[src/rtl/core/assert_macros.svh]
// Assertion macros used by the top-level RTL file.
`ifndef ASSERT_MACROS_SVH
`define ASSERT_MACROS_SVH

// Implication checked at every clock edge outside reset.
`define ASSERT_IMPLY(label, clk, rst_n, a, c) \
  label: assert property (@(posedge clk) disable iff (!rst_n) (a) |-> (c)) \
    else $error("assertion failed");

// Next-cycle implication checked outside reset.
`define ASSERT_NEXT(label, clk, rst_n, a, c) \
  label: assert property (@(posedge clk) disable iff (!rst_n) (a) |=> (c)) \
    else $error("assertion failed");

`endif

[src/rtl/core/mbp_pkg.sv]
// Package for the modular binomial product block: constants and types.
`default_nettype none
package mbp_pkg;
  localparam int unsigned TableSizeDef = 2048;
  localparam int unsigned MulLat = 3;
  localparam logic [29:0] PrimeMod = 30'd1000000007;
  // Exponent that turns a value into its inverse modulo the prime.
  localparam logic [29:0] InvExp = PrimeMod - 30'd2;
  // Barrett constant floor(2^60 / P) for products below 2^60.
  localparam logic [30:0] BarrettMu = 31'((64'd1 << 60) / 64'(PrimeMod));
  localparam logic [10:0] RegTotal = 11'd0;
  localparam logic [10:0] RegMarked = 11'd1;

  typedef enum logic [2:0] {
    BLD_FACT,
    BLD_SQ,
    BLD_MUL,
    BLD_INVF,
    BLD_DONE
  } bld_state_t;
endpackage
`default_nettype wire

[src/rtl/core/mbp_mulmod.sv]
// Pipelined modular multiplier: multiply stage, quotient stage, correction stage.
`default_nettype none
module mbp_mulmod import mbp_pkg::*; (
  input  wire logic        clk,
  input  wire logic        en,
  input  wire logic [29:0] a,
  input  wire logic [29:0] b,
  output logic [29:0]      y
);
  logic [59:0] prod_r;
  logic [30:0] q_r;
  logic [31:0] xlo_r;
  logic [61:0] est;
  logic [31:0] rem;

  // Barrett estimate of the quotient; it is short by at most two.
  assign est = 62'(prod_r[59:29]) * 62'(BarrettMu);

  // The true remainder is below 3P < 2^32, so the low 32 bits suffice.
  always_comb begin
    rem = xlo_r - 32'(32'(q_r) * 32'(PrimeMod));
    if (rem >= 32'(PrimeMod)) rem = rem - 32'(PrimeMod);
    if (rem >= 32'(PrimeMod)) rem = rem - 32'(PrimeMod);
  end

  always_ff @(posedge clk) begin
    if (en) begin
      prod_r <= 60'(a) * 60'(b);
      q_r <= est[61:31];
      xlo_r <= prod_r[31:0];
      y <= rem[29:0];
    end
  end
endmodule
`default_nettype wire

[config.mk]
export PLATFORM = sky130hd
export DESIGN_NAME = mbp_mulmod
export DESIGN_NICKNAME = d
export VERILOG_FILES = /design/src/rtl/core/assert_macros.svh /design/src/rtl/core/mbp_pkg.sv /design/src/rtl/core/mbp_mulmod.sv
export SDC_FILE = /design/constraint.sdc
export NUM_CORES = 2
export LEC_CHECK = 0
export BUFFER_PORTS_ARGS = -buffer_cell sky130_fd_sc_hd__buf_2
export CORE_ASPECT_RATIO = 0.75
export CORE_MARGIN = 4
export CORE_UTILIZATION = 40
export DETAILED_ROUTE_END_ITERATION = 8
export SKIP_LAST_GASP = 1
export SYNTH_ARGS = -nofsm -noshare
export SYNTH_HDL_FRONTEND = slang
export SYNTH_SLANG_ARGS = --single-unit
[constraint.sdc]
create_clock -name clk -period 8.6 [get_ports clk]
set_clock_uncertainty 0.2 [all_clocks]
set_input_delay 0.43 -clock clk [delete_from_list [all_inputs] [get_ports clk]]
set_output_delay 0.43 -clock clk [all_outputs]
set_load 0.01 [all_outputs]
==> After elaboration in Yosys (flattened, before gate mapping) <==
Cells that the tools add are included.
W data, S select, Z words.
{ "word_totals": {"regBits": 153, "output_inout_bits": 30, "in_bits": 62} }
{ "op_classes": {"n_lt_le_gt_ge": 2, "n_mul": 3, "n_mux": 2, "n_addsub": 3} }
{ "ops": {"columns": ["operator", "count"], "rows": [
  ["$ge A32 B30 Y1 const B", 2],
  ["$mul A30 B30 Y60", 1],
  ["$mul A31 B28 Y59 const B", 1],
  ["$mul A31 B30 Y32 const B", 1],
  ["$mux W32", 1],
  ["$sub A32 B30 Y32 const B", 1],
  ["$sub A32 B32 Y32", 1],
  ["$mux W30", 1],
  ["$sub A30 B30 Y30 const B", 1]
]} }

==> Depth between registers and ports, before layout <==
{ "logic_depth": {"word_depth": 6, "depth_mapped": 35} }

==> Worst setup path before layout <==
OpenSTA, ideal clock, no wires.
{ "synth_path": {"path_kind": "reg-to-reg", "startpoint": "register q_r[4]", "endpoint": "register y[22], data pin", "stages_incl_launch_ff": 31, "n_path_buf": 1, "required_time_ns": 8.135, "t_arrival_ns": 8.371, "slack_ns": -0.235, "cell_sequence": "edfxtp_1 inv_1 ha_1 fa_1 ha_1 fa_1 inv_1 fa_1 fa_1 fa_1 fa_1 ha_1 a21o_1 a21o_1 a21o_1 a2111oi_0 o21ai_0 a31o_1 a21oi_1 xnor2_1 and2_4 buf_2 a21oi_2 xnor2_2 nand3b_1 a32oi_1 a41oi_4 a211o_4 mux2_4 a2111oi_4 xnor2_1"} }
{ "synth_between": {"elab_chain_len": 6, "elab_cells_between_ends": 8, "classes_between": "3 x add/sub; 1 x mul; 2 x order compare; 2 x mux"} }
{ "synth_rtl": {"columns": ["element", "line", "text"], "rows": [
  ["start, declared", "mbp_mulmod.sv:11", "logic [30:0] q_r;"],
  ["start signal, assigned", "mbp_mulmod.sv:29", "q_r <= est[61:31];"],
  ["$mul A31 B30 Y32 (*)", "mbp_mulmod.sv:21", "rem = xlo_r - 32'(32'(q_r) * 32'(PrimeMod));"],
  ["$sub A32 B32 Y32 (*)", "mbp_mulmod.sv:21", null],
  ["$sub A32 B30 Y32 or $ge A32 B30 Y1 (tied branches)", "mbp_mulmod.sv:22", "if (rem >= 32'(PrimeMod)) rem = rem - 32'(PrimeMod);"],
  ["$mux W32 (*)", "mbp_mulmod.sv:22", null],
  ["$sub A30 B30 Y30 or $ge A32 B30 Y1 (tied branches)", "mbp_mulmod.sv:23", "if (rem >= 32'(PrimeMod)) rem = rem - 32'(PrimeMod);"],
  ["$mux W30 (*)", "mbp_mulmod.sv:23", null],
  ["named net rem[22]", "mbp_mulmod.sv:14", "logic [31:0] rem;"],
  ["end signal, assigned", "mbp_mulmod.sv:31", "y <= rem[29:0];"],
  ["end, declared", "mbp_mulmod.sv:8", "output logic [29:0] y"]
]} }
The timed path passes the listed nets; every way through them passes the cells marked *.
A chain may end at the register's enable or synchronous reset.

==> Worst setup path after layout <==
{ "layout_path": {"startpoint": "register q_r[5]", "endpoint": "register y[29], data pin"} }
Same word-level chain as after synthesis.

==> impl_metrics.env <==
export IMPL_fmax_mhz=113
export IMPL_dieHeight_um=335
export IMPL_period_share=1.03
export IMPL_ys_async_sr_fraction=0
export IMPL_syn2layout_area_growth_pct=15.5
export IMPL_period_minus_slack_ns=8.84
export IMPL_start_util=0.405
export IMPL_clk_pin_slew_ns=0.08
export IMPL_path_buf_inv=6
export IMPL_drt_iter0_markers=2568
export IMPL_synthMostInstantiatedCell="inv_1"
export IMPL_setup_worst_path_end_class="register"
export IMPL_cap_violations=0
export IMPL_holdWs_ns=0.220
export IMPL_worst_slack_ns=-0.241
export IMPL_io_buffers=91
export IMPL_htree_levels=4
export IMPL_ant_nets=0
export IMPL_netlist_instances=5826
export IMPL_path_delay_family="adder cells"
export IMPL_finalSetupViolations=16
export IMPL_hold_buffers=0
export IMPL_worst_hold_path_type="reg2reg"
export IMPL_vias=40400
export IMPL_worst_path_max_fanout=4
export IMPL_drt_total_wl_um=156000
export IMPL_synth_enable_flop_cells=153
export IMPL_netlist_top_cell_by_area="fa_1"
export IMPL_crit_path_frequent_cell="fa_1"
export IMPL_synth_top_area_share=0.441
export IMPL_grt_max_degree=89
export IMPL_grt_pass1_wl_um=249000
export IMPL_die_area_mm2=0.149
export IMPL_synth_commonest_cells="inv_1 (1496), fa_1 (1260), ha_1 (782)"
export IMPL_ys_seq_elements=153
export IMPL_synth_main_ff_cell="edfxtp_1"
export IMPL_overflow=0
export IMPL_ys_seq_area_frac=0.0804
export IMPL_critPathKind="reg2reg"
export IMPL_post_route_drc_count=0
export IMPL_cts_root_buf="clkbuf_16"
export IMPL_slew_headroom=0.344
export IMPL_die_x_um=445
export IMPL_final_layout_size_suffix_gt1_frac=0.157
export IMPL_critPathLaunchType="register"
export IMPL_syn_nets=7930
export IMPL_clockBufferDepth=2
export IMPL_cts_tree="done"
export IMPL_num_rows=119
export IMPL_routabilityCongestion=0.905
export IMPL_crit_slowest_cell="edfxtp_1"
export IMPL_yosysUniqueCellTypes=110
export IMPL_pin_count=92
export IMPL_pre_cts_ws_ns=-0.660
export IMPL_yosys_warnings=0
export IMPL_nets=8501
export IMPL_dr_pass1_iters=5
export IMPL_tightest_slew_ns=0.985
export IMPL_numCtsBuffers=17
export IMPL_rsz0062_at_grt="true"
export IMPL_status="complete, but fails checks"
export IMPL_grtUsageTotal=0.215
export IMPL_slowest_delay_ns=0.54
export IMPL_via_per_inst=4.88
export IMPL_core_area_mm2=0.141
export IMPL_arrival_ns=8.89
export IMPL_synth_area_leaders="fa_1 (44%), ha_1 (17%), inv_1 (9.8%)"
export IMPL_critical_path_required_ns=8.65
export IMPL_antenna_found_initial=6
export IMPL_hpwl_um=138000
export IMPL_hold_violations=0
export IMPL_cts_sinks=153
export IMPL_routedWlPerCell_um=18.9
export IMPL_avgSynthCellArea_um2=9.81
export IMPL_insertion_delay_ns=0.49
export IMPL_final_max_slew_viol_count=0
export IMPL_violations="negative setup slack"
export IMPL_grt_pass1_vias=43500
export IMPL_syn_cell_area_mm2=0.0572
-- metrics by stage --
step                utilization  instances  area [µm²]  setup TNS (ns)
finish                    0.468       8286       66100           -2.32
global route              0.468       8286       66100           -9.02
CTS                       0.463       8260       65300           -1.71
detailed placement        0.453       8194       63900          -11.79
global placement          0.453       8194       63900           -9.02
floorplan                     -       5826       57300               0
-- final cells by class --
cell class	instances	area, µm²
Antenna cell	1	2.50
Multi-Input combinational cell	3972	47000
Tap cell	1875	2350
Sequential cell	153	4590
Fill cell	13300	75100
Timing Repair Buffer	757	5870
Inverter	1496	5620
Clock buffer	17	425
Clock inverter	15	211
-- cells by family after synthesis --
group | after synthesis | synth area share
flops | 153 | 0.0804
buf+inv | 1701 | 0.114
xor+xnor | 189 | 0.0299
compound gates | 424 | 0.0556
fa+ha+maj | 2043 | 0.612
mux | 6 | 0.00114
simple gates | 1310 | 0.107
-- worst paths after layout --
kind	start	to	cells after the start	slack (ns)
worst min register to register	prod_r[22]	xlo_r[22]	0	0.22
worst max register to register	q_r[5]	y[29]	32	-0.24
worst max-delay path	q_r[5]	y[29]	32	-0.24
worst min-delay path	prod_r[22]	xlo_r[22]	0	0.22
-- layout by cell type, fill, tap and decap left out, types with 18 or more instances in the layout --
cell type	count
o21a_1	32
o21bai_1	20
nand2b_1	23
nor2_1	101
inv_1	1487
nand2_1	735
a21oi_1	87
ha_1	754
fa_2	25
nor3_1	30
buf_4	619
buf_2	74
ha_4	23
nand3_1	26
and2_1	259
nor2b_1	20
a21o_1	44
xnor2_1	128
fa_1	1235
o21ai_0	46
buf_6	35
a21oi_2	18
edfxtp_1	153
xor2_1	42
clkbuf_16	18
-- state kept, by name, indices dropped and copies added (netlist names) --
name	count
y	30
prod_r	60
q_r	31
xlo_r	32
-- repair_timing --
action                     CTS  global route
setup endpoints to repair   33            38
pin swaps                   59            82
buffers inserted            35            24
gates resized for setup    100           137
cloned                       0             1
-- layer usage --
metal	up-vias	share of wire	global-route usage	routed length, µm
met3	106	0.089	0.0520	13900
met5	-	0.00088	0.00381	137
met1	20400	0.49	0.335	76900
met4	10	0.020	0.0411	3110
li1	18700	-	-	-
met2	1230	0.40	0.301	62300
Power is left out: the tool's default activity adds up to more than one toggle a clock period on the data nets, which glitch-free logic cannot reach.
